`config.mk`:
```
export PLATFORM = sky130hd
export DESIGN_NAME = gasc_queue
export DESIGN_NICKNAME = d
export VERILOG_FILES = /design/src/hdl/gasc_pkg.sv /design/src/hdl/gasc_queue.sv
export SDC_FILE = /design/constraint.sdc
export NUM_CORES = 1
export LEC_CHECK = 0
export ABC_AREA = 0
export BUFFER_PORTS_ARGS = -buffer_cell sky130_fd_sc_hd__buf_2
export CAP_MARGIN = 10
export CORE_UTILIZATION = 39
export DETAILED_ROUTE_END_ITERATION = 12
export GPL_TIMING_DRIVEN = 0
export HOLD_SLACK_MARGIN = 0.03
export PLACE_DENSITY_LB_ADDON = 0.05
export RECOVER_POWER = 50
export SYNTH_ARGS = -nofsm -noshare
export SYNTH_HDL_FRONTEND = slang
export SYNTH_SLANG_ARGS = --single-unit
```
`constraint.sdc`:
```
create_clock -name clk_i -period 4 [get_ports clk_i]
set_input_delay 0.2 -clock clk_i [delete_from_list [all_inputs] [get_ports clk_i]]
set_output_delay 0.2 -clock clk_i [all_outputs]
set_load 0.02 [all_outputs]
```
`src/hdl/gasc_pkg.sv`:
```
// ----------------------------------------------------------------------------
// gasc_pkg: shared types and constants
// Field widths, status codes and register indexes of the step checker.
// ----------------------------------------------------------------------------
package gasc_pkg;

  localparam int CellW  = 12;
  localparam int Cells  = 4096;
  localparam int AgentW = 10;
  localparam int OffW   = 14;
  localparam int DimW   = 7;
  localparam int QDepth = 2;

  typedef enum logic [3:0] {
    ST_OK        = 4'd0,
    ST_ROTATE    = 4'd1,
    ST_MOVE_ROT  = 4'd2,
    ST_WRONG_DIR = 4'd3,
    ST_TOO_FAR   = 4'd4,
    ST_OBSTACLE  = 4'd5,
    ST_VERTEX    = 4'd6,
    ST_EDGE      = 4'd7,
    ST_SKIPPED   = 4'd8
  } status_e;

  typedef enum logic [2:0] {
    REG_ROWS = 3'd0,
    REG_COLS = 3'd1,
    REG_OFF0 = 3'd2,
    REG_OFF1 = 3'd3,
    REG_OFF2 = 3'd4,
    REG_OFF3 = 3'd5
  } reg_e;

  // item passed from the classifier to the table stage
  typedef struct packed {
    logic              load;
    logic              blocked;
    logic [CellW-1:0]  prev;
    logic [CellW-1:0]  next;
    logic [3:0]        pre_status;  // ST_OK when motion checks passed
    logic              off_map;
    logic [15:0]       tstamp;
    logic              last;
  } item_t;

  typedef enum logic [2:0] {
    B_IDLE, B_CLEAR, B_RD, B_WAIT, B_EVAL, B_OUT
  } back_e;

endpackage

```
`src/hdl/gasc_queue.sv`:
```
// ----------------------------------------------------------------------------
// gasc_queue: item fifo
// Short queue between classifier and table stage.
// ----------------------------------------------------------------------------
module gasc_queue
  import gasc_pkg::*;
(
  input  logic  clk_i,
  input  logic  rst_ni,
  input  logic  push_i,
  output logic  full_o,
  input  item_t data_i,
  input  logic  pop_i,
  output logic  empty_o,
  output item_t data_o
);

  item_t       buf_q [QDepth];
  logic        wp_q, rp_q;
  logic [1:0]  cnt_q;

  assign full_o  = cnt_q == 2'(QDepth);
  assign empty_o = cnt_q == '0;
  assign data_o  = buf_q[rp_q];

  always_ff @(posedge clk_i) if (push_i && !full_o) buf_q[wp_q] <= data_i;

  always_ff @(posedge clk_i or negedge rst_ni) begin
    if (!rst_ni) begin
      wp_q <= 1'b0; rp_q <= 1'b0; cnt_q <= '0;
    end else begin
      if (push_i && !full_o) wp_q <= !wp_q;
      if (pop_i && !empty_o) rp_q <= !rp_q;
      cnt_q <= cnt_q + 2'(push_i && !full_o) - 2'(pop_i && !empty_o);
    end
  end

  assert property (@(posedge clk_i) disable iff (!rst_ni) cnt_q <= 2'(QDepth))
    else $error("queue count overflow");

endmodule

```
### Word level (Yosys, flattened, before mapping)

Memories as Yosys holds them, arrays and structs flattened.
Cells that the tools add are included.

| storage, ports and cells | value |
|---|---|
| memory bits (writable) | 96 |
| flip-flop bits (word level) | 4 |
| memories kept | 1 |
| input port bits | 52 |
| word-level logic and storage cells | 16 |
| output and inout port bits | 50 |

| cells by class | value |
|---|---|
| add/subtract/negate cells | 2 |
| eq/ne operators | 1 |
| reductions and logical operators | 7 |
| mux-type cells | 2 |

Memory list:

| name | depth | width | read ports | clocked after memory_dff | wr ports | RTL line | RTL |
|---|---|---|---|---|---|---|---|
| buf_q | 2 | 48 | 1 | 0 | 1 | gasc_queue.sv:18 | `item_t buf_q [QDepth];` |

Operators by type and width:

| kind | number |
|---|---|
| $logic_not A1 Y1 | 4 |
| $add A2 B1 Y2 | 1 |
| $eq A2 B2 Y1 const B | 1 |
| $logic_and A1 B1 Y1 | 2 |
| $logic_not A2 Y1 | 1 |
| $mux W1 | 2 |
| $sub A2 B1 Y2 | 1 |

### Longest topological paths before layout

| depth | value |
|---|---|
| depth after elaboration | 5 |
| gate-level depth with buffers | 7 |

### Least setup slack after synthesis

Ideal clock, no wire load.

| timing path | value |
|---|---|
| path type | register to register |
| from | register cnt_q[1] |
| to | memory buf_q[0][0] in the netlist's numbering, enable pin |
| slack | 936 ps |
| buffers on the path | 0 |
| library setup time | 454 ps |
| arrival time | 2610 ps |
| stages on the path, launching flop included | 4 |
| cells stage by stage | dfrtp_1 nand2b_1 nand2_1 nor2_1 |

| on the way | value |
|---|---|
| cells in the longest elaborated chain, start to end | 5 |

RTL lines:

| item | RTL line | RTL |
|---|---|---|
| start: declaration | gasc_queue.sv:20 | `logic [1:0] cnt_q;` |
| start signal: assignment | gasc_queue.sv:34 | `cnt_q <= cnt_q + 2'(push_i && !full_o) - 2'(pop_i && !empty_o);` |
| $eq A2 B2 Y1 | gasc_queue.sv:22 | `assign full_o = cnt_q == 2'(QDepth);` |
| $logic_not A1 Y1 | gasc_queue.sv:26 | `always_ff @(posedge clk_i) if (push_i && !full_o) buf_q[wp_q] <= data_i;` |
| $logic_and A1 B1 Y1 | gasc_queue.sv:26 |  |
| $mux W1 | gasc_queue.sv:26 |  |
| $mux W1 (not written as such) | gasc_queue.sv:26 |  |
| end: declaration | gasc_queue.sv:18 |  |

Every way passes these cells.

==> impl_metrics.csv <==
group,metric,value,unit
sta,worst_slew_pin_slew,0.914,ns
setup_path,critPathKind,"reg2out",
die,rows,35,
synthesis,synth.most_common_cell,"sky130_fd_sc_hd__edfxtp_1",
setup_path,worst_setup_path_start_kind,"register",
final_layout,syn_to_final_growth,35.5,%
die,effective_utilization_at_floorplan,40.1,%
synthesis,async_flop_share,4.00,%
synthesis,synth_compound_gate_area_share,0,%
setup_path,critical_path.endpoint_type,"primary output",
detailed_routing,wirelength,6280,um
setup_path,critPathBufInv,3,
place,place_hpwl,3940,um
clock_tree,cts.sinks,100,
clock_tree,root_buffer,"sky130_fd_sc_hd__clkbuf_8",
setup_path,timing.critical_path.fanout_max,10,
synthesis,yosys.area_share.adder,0.675,%
pwr,vdd_drop_max,0.416,mV
detailed_routing,drc,0,
detailed_routing,drtPass1Iterations,4,
final_layout,finalInstanceArea,0.00502,mm^2
grt,grt_start_max_net_pins,33,
sta,timing.clock.skew,0.00790,ns
sta,max_clock_freq,451,MHz
synthesis,synth_seq_cells,100,
pwr,power.total,0.00332,W
grt,grt_usage,13.4,%
setup_path,path_cells,"clkbuf_1, buf_8, mux2_4, buf_2",
detailed_routing,routedWlPerCell,13.6,um
setup_path,worst_path_dominant_cell_family,"buffers and inverters",
detailed_routing,post_drt_via_cell_ratio,4.40,
pwr,power_per_cell_area,660,mW/mm^2
final_layout,nNetsFinal,382,
die,floorplan.die.height,99.5,um
synthesis,yosys.area.top_type,"sky130_fd_sc_hd__edfxtp_1",
setup_path,critical-path-slowest-cell,"sky130_fd_sc_hd__clkbuf_1",
die,io-pin-count,102,
sta,period_share,55.4,%
sta,rsz0062_at_grt,"false",
pwr,static-leakage-power,1.88,nW
clock_tree,tritoncts,"done",
grt,groute.layer.met1.usage,15.9,%
place,postPlaceCellArea,0.00442,mm^2
place,globalplace.congestion,0.658,
clock_tree,clock_path_buffers,2,
sta,hold_viol,0,
synthesis,post_synth_xor_area_fraction,0.945,%
setup_path,reg_to_reg_setup_timing_slack,2.06,ns
clock_tree,ctsHtreeMaxLevel,3,
synthesis,synth.lib_cells_used.distinct,16,
place,dp_cells,399,
final_layout,diodes,0,
flow_run,max_cap_viol_count,0,
final_layout,drive_above_1_share,44.1,%
synthesis,synth_top_flop_cell,"sky130_fd_sc_hd__edfxtp_1",
sta,report.final.setup_viol,0,
clock_tree,cts_inserted_buffers,9,
clock_tree,skew_pair_late_insertion_delay,0.35,ns
setup_path,cp_data_arrival_time,2.02,ns
run_status,outcome,"completed",
detailed_routing,drtIter0Drc,51,
sta,setup_slack,1.78,ns
grt,antenna_found_initial,0,
grt,globalRouteMet2Util,22.2,%
grt,global_route.peak_usage_layer,"met2",
setup_path,cp.required,3.80,ns
grt,grt_remaining_overflow,0,
place,placement.setup.worst_slack,2.06,ns
die,floorplan.die.width,99.5,um
synthesis,synth_area_leaders,"sky130_fd_sc_hd__edfxtp_1 78%, sky130_fd_sc_hd__mux2_2 12%, sky130_fd_sc_hd__mux2_4 4.0%",
detailed_routing,ant_nets,0,
sta,final_max_slew_viol_count,0,
synthesis,synth.yosys.warnings,0,
synthesis,synth_top_cells_by_count,"96 x sky130_fd_sc_hd__edfxtp_1, 38 x sky130_fd_sc_hd__mux2_2, 10 x sky130_fd_sc_hd__mux2_4",
setup_path,cp_slowest_stage_delay,0.55,ns
synthesis,mappedNetlistNets,221,
die,design.core.area,0.00924,mm^2
clock_tree,cts.clk_slew.worst_paths,0.08,ns
synthesis,fraction_of_the_yosys_area_taken_by_sequential_cells,80.5,%
grt,groute.layer.met3.usage,3.94,%
grt,first_global_vias,2075,
min_path,holdCritPathClass,"in2reg",
synthesis,avgSynthCellArea,22.2,um^2
synthesis,dominant_combinational_cell_family_by_area_after_synthesis,"multiplexers",
final_layout,filler_cell_count,777,
final_layout,final_core_utilization,54.4,%
grt,grt_first_pass_wirelength,9740,um
synthesis,synth_area,0.00371,mm^2
final_layout,non_filler_instances,462,
synthesis,simple_gate_share_of_the_synthesized_area,0.810,%
synthesis,syn_inst,167,
synthesis,share_of_the_synthesized_area_in_the_top_cell_type,77.8,%
synthesis,synth-edff-count,96,
synthesis,synth.area.mux_share,15.6,%
place,port-buffer-count,101,
die,die-area,0.00990,mm^2
detailed_routing,num_vias,2033,
sta,finalWorstPathRequiredPeriod,2.22,ns
sta,timing.slew.headroom,39.1,%
-- stage by stage --
| step | hold slack [ns] | TNS, ns |
|---|---|---|
| finish | 0.0880 | 0 |
| global route | 0.0768 | 0 |
| CTS | 0.0305 | 0 |
| detailed placement | 0.0145 | 0 |
| global placement | 0.0132 | -28.45 |
| floorplan | -0.0956 | 0 |
-- metal layers --
metal	wire, um	vias up	part of all wire [%]
li1	-	969	-
met1	2770	992	44
met2	3020	60	48
met3	362	12	5.8
met4	123	0	2.0
met5	0	-	0
-- area by class of cell --
class	instances	area, um^2	share of cell area [%]
well taps	129	161	3.21
inverters	2	7.51	0.149
clock buffers	10	128	2.54
clock inverters	6	41.3	0.822
repair buffers	150	987	19.6
multi-input cells	60	676	13.4
plain buffers	5	41.3	0.822
flip-flops and latches	100	2980	59.4
-- registers in the layout, indices dropped and copies added, names as in the netlist --
| signal | cells |
|---|---|
| buf_q | 96 |
| cnt_q | 2 |
| rp_q | 1 |
| wp_q | 1 |
-- final timing paths --
path	end	cells past startpoint	startpoint
max in group asynchronous	rp_q$_DFFE_PN0P_	2	rst_ni
min in group asynchronous	wp_q$_DFFE_PN0P_	2	rst_ni
max	data_o[33]	4	rp_q$_DFFE_PN0P_
max reg2reg	buf_q[1][25]$_DFFE_PP_	3	cnt_q[1]$_DFF_PN0_
min	buf_q[0][22]$_DFFE_PP_	1	data_i[22]
min reg2reg	cnt_q[1]$_DFF_PN0_	1	cnt_q[1]$_DFF_PN0_
-- report_power, final --
part           leakage (nW)  switching (W)  internal, W
Clock                0.0799       0.000330     0.000225
Combinational         0.859       0.000730     0.000544
Sequential            0.938      0.0000577      0.00143
-- layout by cell type (no fill, tap or decap), types with 2 or more instances in the layout --
cell / Yosys / layout
sky130_fd_sc_hd__edfxtp_1: 96 / 96
sky130_fd_sc_hd__dlygate4sd3_1: 0 / 47
sky130_fd_sc_hd__buf_12: 0 / 2
sky130_fd_sc_hd__mux2_4: 10 / 10
sky130_fd_sc_hd__clkinv_4: 0 / 2
sky130_fd_sc_hd__buf_4: 3 / 3
sky130_fd_sc_hd__buf_2: 0 / 78
sky130_fd_sc_hd__clkbuf_8: 0 / 9
sky130_fd_sc_hd__ha_1: 2 / 2
sky130_fd_sc_hd__dfrtp_1: 4 / 4
sky130_fd_sc_hd__mux2_2: 38 / 38
sky130_fd_sc_hd__inv_1: 2 / 2
sky130_fd_sc_hd__xnor2_1: 3 / 3
sky130_fd_sc_hd__clkinvlp_4: 0 / 2
sky130_fd_sc_hd__clkbuf_1: 0 / 24
-- worst reg2reg max path, cell delays in order, from the launching register on --
cell                       delay, ns
sky130_fd_sc_hd__dfrtp_1        0.41
sky130_fd_sc_hd__nand2b_1       0.13
sky130_fd_sc_hd__and3_1         0.78
sky130_fd_sc_hd__buf_12         0.31
-- what timing repair did --
action | in CTS | in global routing
hold buffers | 47 | 0
gates resized for setup | 0 | 0
buffers inserted | 0 | 0
endpoints found under the hold margin | 96 | 0
-- cell families (layout without fill, tap and decap cells) --
family                   count (synthesis)  in the layout
multiplexers                            48             48
AND/OR/NAND/NOR                          6              6
buffers and inverters                    7            173
XOR/XNOR                                 4              4
adder cells (fa/ha/maj)                  2              2
flip-flops                             100            100
No activity file was read; power rests on OpenSTA's default activity.
