`src/hdl/gasc_pkg.sv`:
```
// ----------------------------------------------------------------------------
// gasc_pkg: shared types and constants
// Field widths, status codes and register indexes of the step checker.
// ----------------------------------------------------------------------------
package gasc_pkg;

  localparam int CellW  = 12;
  localparam int Cells  = 4096;
  localparam int AgentW = 10;
  localparam int OffW   = 14;
  localparam int DimW   = 7;
  localparam int QDepth = 2;

  typedef enum logic [3:0] {
    ST_OK        = 4'd0,
    ST_ROTATE    = 4'd1,
    ST_MOVE_ROT  = 4'd2,
    ST_WRONG_DIR = 4'd3,
    ST_TOO_FAR   = 4'd4,
    ST_OBSTACLE  = 4'd5,
    ST_VERTEX    = 4'd6,
    ST_EDGE      = 4'd7,
    ST_SKIPPED   = 4'd8
  } status_e;

  typedef enum logic [2:0] {
    REG_ROWS = 3'd0,
    REG_COLS = 3'd1,
    REG_OFF0 = 3'd2,
    REG_OFF1 = 3'd3,
    REG_OFF2 = 3'd4,
    REG_OFF3 = 3'd5
  } reg_e;

  // item passed from the classifier to the table stage
  typedef struct packed {
    logic              load;
    logic              blocked;
    logic [CellW-1:0]  prev;
    logic [CellW-1:0]  next;
    logic [3:0]        pre_status;  // ST_OK when motion checks passed
    logic              off_map;
    logic [15:0]       tstamp;
    logic              last;
  } item_t;

  typedef enum logic [2:0] {
    B_IDLE, B_CLEAR, B_RD, B_WAIT, B_EVAL, B_OUT
  } back_e;

endpackage

```
`src/hdl/gasc_front.sv`:
```
// ----------------------------------------------------------------------------
// gasc_front: classifier
// Runs the motion checks of a transfer; column division is a serial
// subtract loop, one quotient bit a cycle.
// ----------------------------------------------------------------------------
module gasc_front
  import gasc_pkg::*;
(
  input  logic                  clk_i,
  input  logic                  rst_ni,
  input  logic                  in_valid_i,
  output logic                  in_ready_o,
  input  item_t                 in_item_i,
  input  logic [1:0]            ph_i,
  input  logic [1:0]            nh_i,
  input  logic [DimW-1:0]       rows_i,
  input  logic [DimW-1:0]       cols_i,
  input  logic signed [OffW-1:0] off_i [4],
  output logic                  q_valid_o,
  input  logic                  q_ready_i,
  output item_t                 q_item_o
);

  // divide prev and next by cols in parallel, restoring, 12 steps
  logic              busy_q, busy_d, done_q, done_d;
  logic [3:0]        cnt_q, cnt_d;
  item_t             it_q, it_d;
  logic [CellW-1:0]  np_q, np_d, nn_q, nn_d;   // dividend shift
  logic [DimW-1:0]   rp_q, rp_d, rn_q, rn_d;   // remainders
  logic [CellW-1:0]  qp_q, qp_d, qn_q, qn_d;
  logic [DimW-1:0]   cols;
  logic [DimW-1:0]   rows;
  logic [DimW:0]     tp, tn;
  logic signed [CellW+1:0] dq, dr;
  logic signed [CellW+1:0] diff;
  logic [13:0]       area;
  logic [3:0]        st;

  assign cols = (cols_i == '0) ? DimW'(1) : cols_i;
  assign rows = (rows_i == '0) ? DimW'(1) : rows_i;
  assign tp = {rp_q, np_q[CellW-1]};
  assign tn = {rn_q, nn_q[CellW-1]};

  assign in_ready_o = !busy_q && !done_q;
  assign q_valid_o  = done_q;

  always_comb begin
    busy_d = busy_q; done_d = done_q; cnt_d = cnt_q; it_d = it_q;
    np_d = np_q; nn_d = nn_q; rp_d = rp_q; rn_d = rn_q; qp_d = qp_q; qn_d = qn_q;
    dq = '0; dr = '0; diff = '0; area = '0; st = ST_OK;
    if (in_valid_i && in_ready_o) begin
      it_d = in_item_i;
      np_d = in_item_i.prev; nn_d = in_item_i.next;
      rp_d = '0; rn_d = '0; qp_d = '0; qn_d = '0; cnt_d = '0;
      // motion checks that need no division
      diff = $signed({2'b0, in_item_i.next}) - $signed({2'b0, in_item_i.prev});
      if (in_item_i.prev == in_item_i.next) begin
        if (2'(ph_i - nh_i) == 2'd2) st = ST_ROTATE;
      end else if (ph_i != nh_i) begin
        st = ST_MOVE_ROT;
      end else if (diff != (CellW+2)'(off_i[ph_i])) begin
        st = ST_WRONG_DIR;
      end
      it_d.pre_status = st;
      area = 14'(rows) * 14'(cols);
      it_d.off_map = {2'b0, in_item_i.next} >= area;
      if (in_item_i.load) done_d = 1'b1;
      else busy_d = 1'b1;
    end else if (busy_q) begin
      np_d = np_q << 1; nn_d = nn_q << 1;
      if (tp >= {1'b0, cols}) begin rp_d = DimW'(tp - {1'b0, cols}); qp_d = {qp_q[CellW-2:0], 1'b1}; end
      else begin rp_d = tp[DimW-1:0]; qp_d = {qp_q[CellW-2:0], 1'b0}; end
      if (tn >= {1'b0, cols}) begin rn_d = DimW'(tn - {1'b0, cols}); qn_d = {qn_q[CellW-2:0], 1'b1}; end
      else begin rn_d = tn[DimW-1:0]; qn_d = {qn_q[CellW-2:0], 1'b0}; end
      cnt_d = cnt_q + 4'd1;
      if (cnt_q == 4'(CellW-1)) begin busy_d = 1'b0; done_d = 1'b1; end
    end else if (done_q && q_ready_i) begin
      done_d = 1'b0;
    end
    // distance check once quotients are known
    if (done_q && !it_q.load && it_q.pre_status == ST_OK && it_q.prev != it_q.next) begin
      dq = $signed({2'b0, qn_q}) - $signed({2'b0, qp_q});
      dr = $signed({7'b0, rn_q}) - $signed({7'b0, rp_q});
      if (dq < 0) dq = -dq;
      if (dr < 0) dr = -dr;
    end
  end

  always_comb begin
    q_item_o = it_q;
    if (dq + dr > 1) q_item_o.pre_status = ST_TOO_FAR;
  end

  always_ff @(posedge clk_i or negedge rst_ni) begin
    if (!rst_ni) begin
      busy_q <= 1'b0; done_q <= 1'b0; cnt_q <= '0;
    end else begin
      busy_q <= busy_d; done_q <= done_d; cnt_q <= cnt_d;
    end
  end

  always_ff @(posedge clk_i) begin
    it_q <= it_d; np_q <= np_d; nn_q <= nn_d; rp_q <= rp_d; rn_q <= rn_d;
    qp_q <= qp_d; qn_q <= qn_d;
  end

  assert property (@(posedge clk_i) disable iff (!rst_ni) !(busy_q && done_q))
    else $error("divider busy while result held");

endmodule

```
`config.mk`:
```
export PLATFORM = sky130hd
export DESIGN_NAME = gasc_front
export DESIGN_NICKNAME = d
export VERILOG_FILES = /design/src/hdl/gasc_pkg.sv /design/src/hdl/gasc_front.sv
export SDC_FILE = /design/constraint.sdc
export NUM_CORES = 1
export LEC_CHECK = 0
export BUFFER_PORTS_ARGS = -buffer_cell sky130_fd_sc_hd__buf_2
export CORE_MARGIN = 5
export CORE_UTILIZATION = 55
export CTS_CLUSTER_DIAMETER = 60
export CTS_CLUSTER_SIZE = 25
export DETAILED_ROUTE_END_ITERATION = 10
export MAX_ROUTING_LAYER = met4
export PLACE_DENSITY = 0.78
export SLEW_MARGIN = 40
export SYNTH_ARGS = -nofsm -noshare
export SYNTH_HDL_FRONTEND = slang
export SYNTH_SLANG_ARGS = --single-unit
```
`constraint.sdc`:
```
create_clock -name clk_i -period 10.4 [get_ports clk_i]
set_input_delay 0 -clock clk_i [delete_from_list [all_inputs] [get_ports clk_i]]
set_output_delay 0 -clock clk_i [all_outputs]
set_load 0.05 [all_outputs]
```
## After elaboration in Yosys (flattened, before gate mapping)

Cells that the tools add are included.

| storage, ports and cells | value |
|---|---|
| input bits | 126 |
| logic and storage cells | 93 |
| output and inout port bits | 50 |
| register bits | 116 |

| operators by class | value |
|---|---|
| mux-type cells | 33 |
| add/subtract/negate cells | 10 |
| bitwise logic cells | 1 |
| $mul | 1 |
| reduce and logical (&&, ||, !) cells | 15 |
| equality and inequality tests | 9 |
| magnitude comparators | 7 |

Operator list:

| cell | number |
|---|---|
| $mux W14 | 6 |
| $mux W12 | 4 |
| $bmux W14 S2 | 1 |
| $mux W7 | 4 |
| $sub A12 B12 Y13 | 2 |
| $ge A8 B7 Y1 | 2 |
| $mux W4 | 4 |
| $add A14 B14 Y15 | 1 |
| $gt A15 B2 Y1 const B | 1 |
| $ge A12 B14 Y1 | 1 |
| $logic_not A7 Y1 | 2 |
| $mul A7 B7 Y14 | 1 |
| $ne A13 B14 Y1 | 1 |
| $neg A13 Y14 | 1 |
| $neg A8 Y14 | 1 |
| $sub A7 B7 Y7 | 2 |
| $lt A13 B1 Y1 const B | 1 |
| $eq A12 B12 Y1 | 1 |
| $mux W1 | 12 |
| $ne A12 B12 Y1 | 1 |
| $lt A8 B1 Y1 const B | 1 |
| $sub A7 B7 Y8 | 1 |
| $logic_and A1 B1 Y1 | 6 |
| $add A4 B1 Y4 const B | 1 |
| other kinds (14) | 18 |

## Depth between registers and ports, before layout

| depth | value |
|---|---|
| depth after elaboration | 8 |
| mapped depth | 22 |
| mapped depth without buffers | 22 |

## Least setup slack after synthesis

OpenSTA, ideal clock, no wires.

| timing | value |
|---|---|
| path type | register to output |
| start point | reg qn_q[0] |
| end point | out q_item_o[18] (netlist name) |
| path buffers | 1 |
| cell stages (with the launch flop) | 22 |
| data required time | 10400 ps |
| data arrival time | 5242 ps |
| path slack | 5158 ps |
| cell sequence | dfxtp_1 > inv_1 > ha_1 > fa_1 > nor2b_1 > o21a_1 > nor2_1 > xnor2_1 > or4_4 > o21ai_0 > xor2_1 > nor2_1 > ha_1 > buf_2 > a21o_1 > a21oi_1 > nor2_1 > a2111oi_0 > o221ai_1 > a2111oi_2 > nand4_1 > nor3_1 |

RTL lines:

| element | line | source |
|---|---|---|
| start, declared | gasc_front.sv:30 | `logic [CellW-1:0] qp_q, qp_d, qn_q, qn_d;` |
| start signal, assigned | gasc_front.sv:104 | `qp_q <= qp_d; qn_q <= qn_d;` |
| end, declared | gasc_front.sv:21 | `output item_t q_item_o` |

==> impl_results.md <==
- Reg2Reg Setup Slack: 7400 ps
- Mapped cell area: 0.0101 mm2
- DRT iter0 DRCs: 466
- Max Root-Sink Buffers: 2
- Worst hold path type: input pin to register
- Final Setup Violations: 0
- Total core area: 0.0180 mm2
- Power consumption: 3.37 mW
- Data arrival, critical path: 5690 ps
- Antenna viol nets, final: 0
- Part of the Yosys area used for sequential elements: 0.299
- Prevailing post-synth register cell: edfxtp_1
- Ports: 176
- Fraction of layout cells with a size suffix above 1: 0.189
- Clk sinks: 114
- CTS Buf Count: 17
- TNS Setup: 0 ps
- Worst-Skew Late Latency: 420 ps
- Yosys warning total: 0
- Vias in the first global route: 8791
- Final hold vios: 0
- Via total after detailed routing: 8522
- R2r endpoint: rp_q[2]$_SDFFE_PP0P_
- Yosys top cell by area: edfxtp_1
- Final period utilization: 0.547
- P_leak: 5.43 nW
- Clock Tree Root: clkbuf_16
- Peak Freq: 0.176 GHz
- Layout fillers: 1399
- Vias/cell: 5.59
- Die Wd: 145 um
- H-Tree Level Count: 4
- Ant. Diodes: 0
- HPWL Detailed: 18.1 mm
- Hold Path End: it_q[18]$_DFFE_PP_
- Post-Layout Cell Count: 1524
- Distinct cells, synth: 71
- PD cells: 284 mW/mm2
- DRC viols: 0
- Routability Congestion: 0.898
- PortBufs: 169
- First-pass GRT wire length: 41.8 mm
- Initial Utilization: 0.560
- Area growth, synth to finish: 17.8%
- Worst VDD drop: 0.306 mV
- Category of the most critical setup path: register to primary output
- Hold Crit Start: nh_i[0]
- Num rows: 49
- DR pass1 iterations: 5
- Synthesized area per cell: 9.05 um2
- Final wirelength: 25.1 mm
- Die ar.: 0.0211 mm2
- Most frequent cell after synthesis: nand2_1
- Hold Path Cell Cnt: 4
- Nets@finish: 1543
- All-Layer GR Usage: 0.244
- Worst-path clk slew: 60 ps
- Final WS setup: 4710 ps
- Core Util, Final: 0.660
- Largest net degree at the start of global routing: 73
- Hold_ws: 121 ps
- Final instance area: 0.0119 mm2
- FF/Latch Area: 0.00301 mm2
- Grt ovf: 0
- Synthesis-stage register bit count: 114
- Post-synth EDFFs: 70
- RSZ-0062 raised after global routing: false
- Worst slew pin tran: 819 ps
- Reg2Reg Depth: 11
- Outcome: finished, final reports clean
- CTS tree: built
- Post_cts resized: 0
- DIE HEIGHT: 145 um
- Asr flop ratio synth: 0.0526
- R2R Path Start: np_q[11]$_DFFE_PN_
- Synth area leaders: edfxtp_1 21%, ha_1 13%, dfxtp_1 7.6%
- Crit path max fanout: 11
- Max_slew headroom: 0.447
- Post-CTS Setup Bufs: 0
- Post-Syn Instances: 1112
- Avg WL per Cell: 16.4 um
- Pins Over Slew Limit: 0
- Post-Place Cell Area: 0.0108 mm2
- Post-layout min period: 5690 ps
- Setup crit start kind: register
- Worst slack, placed: 5070 ps
- Initial antenna violation count: 0
- Critical Path Sink Type: primary output
- Max Cap Violations: 0
- Multi-input logic area: 0.00623 mm2
- Inst Count DP: 1445
- Synth top cells by count: 141 x nand2_1, 108 x inv_1, 105 x ha_1
- Clock Skew: 9.21 ps
- Post-synth top area share: 0.209
- WP data required: 10400 ps
-- area by class of cell --
type	count	share of cell area
multi-input cells	822	0.526
repair buffers	218	0.113
clock inverters	14	0.0117
clock buffers	18	0.0370
flip-flops and latches	114	0.254
inverters	109	0.0345
well taps	229	0.0242
-- routing by layer --
layer	vias up	routed length [um]	track usage
met3	51	1300	0.0402
met4	0	661	0.0728
met2	266	13100	0.440
met5	-	0	-
li1	4176	-	-
met1	4029	9950	0.278
-- power breakdown --
group | switching [mW] | total, mW | internal [mW]
Clock | 0.226 | 0.583 | 0.357
Sequential | 0.0978 | 0.776 | 0.679
Combinational | 1.19 | 2.01 | 0.823
-- layout by cell type, fill, tap and decap left out, types with 19 or more instances in the layout --
cell type,netlist,final
buf_2,4,169
nand2_1,141,140
inv_1,108,107
ha_1,105,105
edfxtp_1,70,70
nor2_1,65,65
o21ai_0,65,65
a21oi_1,49,49
dlygate4sd3_1,0,47
xnor2_1,44,44
dfxtp_1,38,38
xor2_1,36,36
fa_1,30,30
and2_1,22,22
nor3_1,22,22
o31ai_1,20,20
nand3_1,19,19
-- sequential cells by signal, summed over array words and instances, names as in the netlist --
name and flops:
cnt_q 4, nn_q 12, np_q 12, it_q 2, qp_q 12, busy_q 1
q_item_o 44, q_valid_o 1, qn_q 12, rp_q 7, rn_q 7
-- worst max-delay path by stage --
stage | endpoint | cells past startpoint | start
2_1_floorplan | q_item_o[18] | 21 | qn_q[0]$_SDFFE_PP0P_
3_3_place_gp | q_item_o[17]$_DFFE_PP_ | 21 | rows_i[1]
3_5_place_dp | q_item_o[17]$_DFFE_PP_ | 21 | rows_i[1]
4_1_cts | q_item_o[18] | 19 | qn_q[0]$_SDFFE_PP0P_
5_1_grt | q_item_o[19] | 19 | qn_q[0]$_SDFFE_PP0P_
6_report | q_item_o[19] | 19 | qn_q[0]$_SDFFE_PP0P_
-- cell families (layout without fill, tap and decap cells) --
logic type / after synthesis / in the layout / synth area share
DFF: 114 / 114 / 0.299
muxes: 36 / 36 / 0.0542
buffers and inverters: 181 / 359 / 0.0859
xor gates and xnor gates: 80 / 80 / 0.0696
AOI/OAI and AO/OA: 210 / 210 / 0.133
other: 1 / 6 / 0.000373
and+or+nand+nor: 355 / 355 / 0.168
adders and majority gates: 135 / 135 / 0.190
-- worst max-delay path, stage by stage (launching register included) --
cell	delay [ps]
dfxtp_1	370
inv_1	60
ha_1	200
fa_1	410
nor2b_1	180
o2111ai_1	210
nand3_1	180
a32oi_1	140
a21oi_1	590
o21ai_0	210
or2_2	330
fa_1	450
xor2_1	190
o2111ai_1	120
a2111oi_0	370
o221ai_1	220
a2111oi_2	400
nand4_1	180
nor3_1	160
buf_2	290
-- repair_timing --
| action | 4_1_cts | 5_1_grt |
|---|---|---|
| hold buffers | 47 | 0 |
| setup endpoints to repair | 0 | 0 |
| hold endpoints to repair | 67 | 0 |
(Power assumes the default switching activity.)
